$ cat src/rtl/core/rfae_pkg.sv
`default_nettype none
package rfae_pkg;

  localparam int RegCount = 256;
  localparam int IdxW = $clog2(RegCount);
  localparam int QueueDepth = 2;

  typedef enum logic [4:0] {
    CMD_MOV = 5'd0, CMD_CMOV = 5'd1, CMD_UCMP = 5'd2, CMD_SCMP = 5'd3,
    CMD_UTEST = 5'd4, CMD_STEST = 5'd5, CMD_SET = 5'd6, CMD_LNOT = 5'd7,
    CMD_BNOT = 5'd8, CMD_ADD = 5'd9, CMD_SUB = 5'd10, CMD_MUL = 5'd11,
    CMD_UDIV = 5'd12, CMD_SDIV = 5'd13, CMD_UREM = 5'd14, CMD_SREM = 5'd15,
    CMD_LSL = 5'd16, CMD_LSR = 5'd17, CMD_ASL = 5'd18, CMD_ASR = 5'd19,
    CMD_AND = 5'd20, CMD_OR = 5'd21, CMD_XOR = 5'd22, CMD_SEXT1 = 5'd23,
    CMD_SEXT8 = 5'd24, CMD_SEXT16 = 5'd25, CMD_SEXT32 = 5'd26
  } cmd_t;

  localparam logic [2:0] COND_EQ = 3'd0;
  localparam logic [2:0] COND_NE = 3'd1;
  localparam logic [2:0] COND_LT = 3'd2;
  localparam logic [2:0] COND_LE = 3'd3;
  localparam logic [2:0] COND_GT = 3'd4;
  localparam logic [2:0] COND_GE = 3'd5;

  typedef struct packed {
    logic [4:0]  command;
    logic [1:0]  width_code;
    logic        use_immediate;
    logic [2:0]  condition;
    logic [7:0]  dest_index;
    logic [7:0]  source_index;
    logic [63:0] immediate_value;
  } in_req_t;

  typedef struct packed {
    logic        wrote;
    logic [7:0]  written_index;
    logic [63:0] written_value;
    logic        less_flag;
    logic        equal_flag;
    logic        divide_by_zero;
  } out_req_t;

  // Decoded operation class, produced by the front end.
  typedef enum logic [2:0] {
    OC_SIMPLE, OC_MUL, OC_DIV, OC_NOP
  } op_class_t;

  typedef struct packed {
    in_req_t   req;
    op_class_t op_class;
  } dec_req_t;

  typedef enum logic [2:0] {
    EX_IDLE, EX_READ, EX_MULHI, EX_DIV, EX_FIN, EX_OUT
  } ex_state_t;

endpackage
`default_nettype wire

$ cat src/rtl/core/rfae_front.sv
`default_nettype none
module rfae_front
  import rfae_pkg::*;
(
  input  wire logic     clk,
  input  wire logic     rst_n,
  input  wire logic     in_valid,
  output      logic     in_stall,
  input  wire in_req_t  in_data,
  output      logic     q_valid,
  input  wire logic     q_pop,
  output      dec_req_t q_data
);

  dec_req_t                q_mem_r [QueueDepth];
  logic [0:0]              rd_ptr_r, rd_ptr_nxt, wr_ptr_r, wr_ptr_nxt;
  logic [1:0]              cnt_r, cnt_nxt;
  logic                    push;
  dec_req_t                dec;

  // Classify the request by the unit it needs.
  always_comb begin
    dec.req = in_data;
    if (in_data.command == CMD_MUL) begin
      dec.op_class = OC_MUL;
    end else if (in_data.command >= CMD_UDIV && in_data.command <= CMD_SREM) begin
      dec.op_class = OC_DIV;
    end else if (in_data.command > CMD_SEXT32) begin
      dec.op_class = OC_NOP;
    end else begin
      dec.op_class = OC_SIMPLE;
    end
  end

  assign in_stall = (cnt_r == 2'(QueueDepth));
  assign push     = in_valid && !in_stall;
  assign q_valid  = (cnt_r != 2'd0);
  assign q_data   = q_mem_r[rd_ptr_r];

  // Queue pointers.
  always_comb begin
    wr_ptr_nxt = push ? wr_ptr_r + 1'b1 : wr_ptr_r;
    rd_ptr_nxt = q_pop ? rd_ptr_r + 1'b1 : rd_ptr_r;
    cnt_nxt    = cnt_r + {1'b0, push} - {1'b0, q_pop};
  end

  always_ff @(posedge clk) begin
    if (!rst_n) begin
      rd_ptr_r <= '0;
      wr_ptr_r <= '0;
      cnt_r    <= '0;
    end else begin
      rd_ptr_r <= rd_ptr_nxt;
      wr_ptr_r <= wr_ptr_nxt;
      cnt_r    <= cnt_nxt;
    end
  end

  always_ff @(posedge clk) begin
    if (push) begin
      q_mem_r[wr_ptr_r] <= dec;
    end
  end

endmodule
`default_nettype wire

$ cat config.mk
export PLATFORM = sky130hd
export DESIGN_NAME = rfae_front
export DESIGN_NICKNAME = d
export VERILOG_FILES = /design/src/rtl/core/rfae_pkg.sv /design/src/rtl/core/rfae_front.sv
export SDC_FILE = /design/constraint.sdc
export NUM_CORES = 1
export LEC_CHECK = 0
export BUFFER_PORTS_ARGS = -buffer_cell sky130_fd_sc_hd__buf_2
export CORE_ASPECT_RATIO = 0.8
export CORE_UTILIZATION = 50
export CTS_BUF_LIST = sky130_fd_sc_hd__clkbuf_2 sky130_fd_sc_hd__clkbuf_4 sky130_fd_sc_hd__clkbuf_8
export CTS_CLUSTER_SIZE = 20
export DETAILED_ROUTE_END_ITERATION = 12
export GPL_ROUTABILITY_DRIVEN = 0
export GPL_TIMING_DRIVEN = 0
export PLACE_DENSITY = 0.76
export SLEW_MARGIN = 30
export SYNTH_ARGS = -nofsm -noshare
export SYNTH_HDL_FRONTEND = slang
export SYNTH_SLANG_ARGS = --single-unit
$ cat constraint.sdc
create_clock -name clk -period 6.9 [get_ports clk]
set_clock_uncertainty 0.1 [all_clocks]
set_input_delay 1.38 -clock clk [delete_from_list [all_inputs] [get_ports clk]]
set_output_delay 1.38 -clock clk [all_outputs]
set_load 0.02 [all_outputs]
==> results.cfg <==
[final_layout]
final_cell_mix = buf_2 (191), edfxtp_1 (186), mux2_4 (70)
final_common_cell = buf_2
stdcell_count = 734
synthToLayoutAreaGrowth_pct = 23.8
drive_above_1_share_pct = 60.4
n_antenna_cell = 0
fin_nets = 634
utilization_pct = 63.1

[synth]
synthesis.nets = 420
ys_seq_area_share_pct = 78.3
syn-instance-count = 323
synth_area_sq_um = 7260
synth-seq-cells = 191
avgSynthCellArea_sq_um = 22.5
synth.distinct_cells = 23
yosys_warnings = 0

[setup_path]
cp_slowest_stage_delay_ps = 350
rrSetupSlack_ps = 5050
rr_endpoint = q_mem_r[0][68]
timing.rr.start = cnt_r[0]
crit_fanout = 10
cp-end-kind = output pin
cp_slowest_cell = dfxtp_1
critical_path_required_ps = 5420
cp-start-kind = flip-flop
reg2regPathDepth = 5
critical_path_class = reg -> out
arrival_ps = 1740
path_cells = buf_4 > buf_6 > mux2_4 > buf_2
path_buf_inv = 3
critPathTopFamily = buffers and inverters

[sta]
period_minus_slack_ps = 3220
hold_viol = 0
slew_violations = 0
fmax_ghz = 0.311
whs_ps = 431
period_share_pct = 46.7
fin_tns_setup_ps = 0
setup_viol = 0
rsz0062_at_grt = no

[cts]
ctsHoldBuffers = 0
post_cts_resized = 0
root_buffer = clkbuf_8
insertion_delay_ps = 440
cts.sinks = 191
htreeDepth = 4
post_cts_buffers = 0
cts_tree = done
path_clk_slew_ps = 80
cts_inserted_buffers = 17
clock_path_buffers = 2

[die]
core_sq_um = 14200
initial_core_util_pct = 51.0
rows = 39
die_w_microns = 137
pin_count = 191
die-area_sq_um = 15000
die_h_microns = 110

[drt]
num_vias = 3610
first_pass_iters = 4
vias_per_cell = 4.92
final_antenna_net_count = 0
first_iter_violations = 211
finalWirelength_microns = 12500
drt-wirelength-per-cell_microns = 17.1
drc = 0

[placement]
io_buffers = 189
dp_hpwl_microns = 8830
dp_cells = 702

[job]
max-cap-violations = 0

[pwr]
vdd_ir_drop_max_uv = 273
p_per_area_nw_per_um2 = 296
leakage_nw = 3.56

[global_routing]
gr-usage-met2_pct = 28.6
antenna_found_initial = 1
grt_pass1_wl_microns = 18500
grt_pass1_vias = 3723
groute.usage.overall_pct = 17.1
grt-ovfl-total = 0
busiest_layer = met2
grt_max_degree = 45
use_met3_pct = 8.21
grt_util_met1_pct = 19.6

[worst_hold_path]
min_path_type = reg -> reg
min_from = rd_ptr_r
hold_depth = 2

[run_status]
status = finished, final reports clean
## layer usage
metal | vias to the layer above | share of wire [%]
met5 | - | 0.080
li1 | 1690 | -
met2 | 147 | 49
met4 | 2 | 0.56
met3 | 8 | 10
met1 | 1763 | 41
## cell families after synthesis
| kind of cell | synth area share [%] |
|---|---|
| AOI/OAI and AO/OA | 0.155 |
| xor gates and xnor gates | 0.241 |
| muxes | 18.2 |
| DFF | 78.3 |
| and+or+nand+nor | 1.17 |
| adders and majority gates | 0.344 |
| buffers and inverters | 1.58 |
| other | 0.0516 |
## worst register-to-register path, cell delays in order (launching register included)
cell and delay [ps]:
dfxtp_1 360, nand2b_1 160, nand2_1 150, nor2_4 360, buf_16 230, buf_16 200
## synth_stat cells
library cell | count | area share (%)
mux2_2 | 23 | 3.6
nor3_1 | 1 | 0.069
buf_2 | 2 | 0.14
mux2_4 | 70 | 14
edfxtp_1 | 186 | 77
and3_1 | 1 | 0.086
and2_1 | 3 | 0.26
mux2i_1 | 1 | 0.14
xor2_1 | 1 | 0.12
o21ai_0 | 1 | 0.069
ha_1 | 2 | 0.34
nand2b_1 | 2 | 0.17
buf_6 | 7 | 1.1
nor2_1 | 4 | 0.21
nand2_1 | 4 | 0.21
dfxtp_1 | 5 | 1.4
a31oi_1 | 1 | 0.086
buf_4 | 2 | 0.21
nor2b_1 | 1 | 0.086
xnor2_1 | 1 | 0.12
inv_1 | 3 | 0.16
or2_2 | 1 | 0.086
conb_1 | 1 | 0.052
## report_power, final
group / internal, mW / total, mW / leakage, nW / switching, mW
combinational: 0.237 / 0.529 / 1.59 / 0.292
sequential: 1.41 / 1.44 / 1.78 / 0.0311
clock: 0.325 / 0.694 / 0.195 / 0.369
## cell type report
| class | instances | area (sq um) |
|---|---|---|
| plain buffers | 11 | 104 |
| clock buffers | 18 | 241 |
| clock inverters | 14 | 143 |
| fillers | 993 | 5260 |
| inverters | 3 | 11.3 |
| multi-input cells | 118 | 1480 |
| flip-flops and latches | 191 | 5690 |
| well taps | 184 | 230 |
| repair buffers | 195 | 1100 |
## through the flow
stage | setup slack [ps] | power (mW) | area [sq um]
2_1_floorplan | 908 | 1.82 | 7260
3_3_place_gp | -1140 | 1.97 | 8440
3_5_place_dp | 4090 | 2.01 | 8610
4_1_cts | 3620 | 2.70 | 8990
5_1_grt | 3570 | 2.78 | 8990
6_report | 3680 | 2.67 | 8990
## state kept, by name (all words and copies together) (netlist names), named ones only
name,count
cnt_r,2
rd_ptr_r,1
wr_ptr_r,1
q_mem_r,186
## worst max-delay path by stage
stage,endpoint,slack (ps),depth (start not counted)
final,q_data[8],3680,4
after global routing,q_data[27],3570,4
after CTS,q_data[27],3620,4
after detailed placement,q_mem_r[0][13],4090,5
after global placement,q_mem_r[0][15],-1140,3
after floorplan,q_mem_r[0][0],910,2
Power figures use the tool's default switching activity.
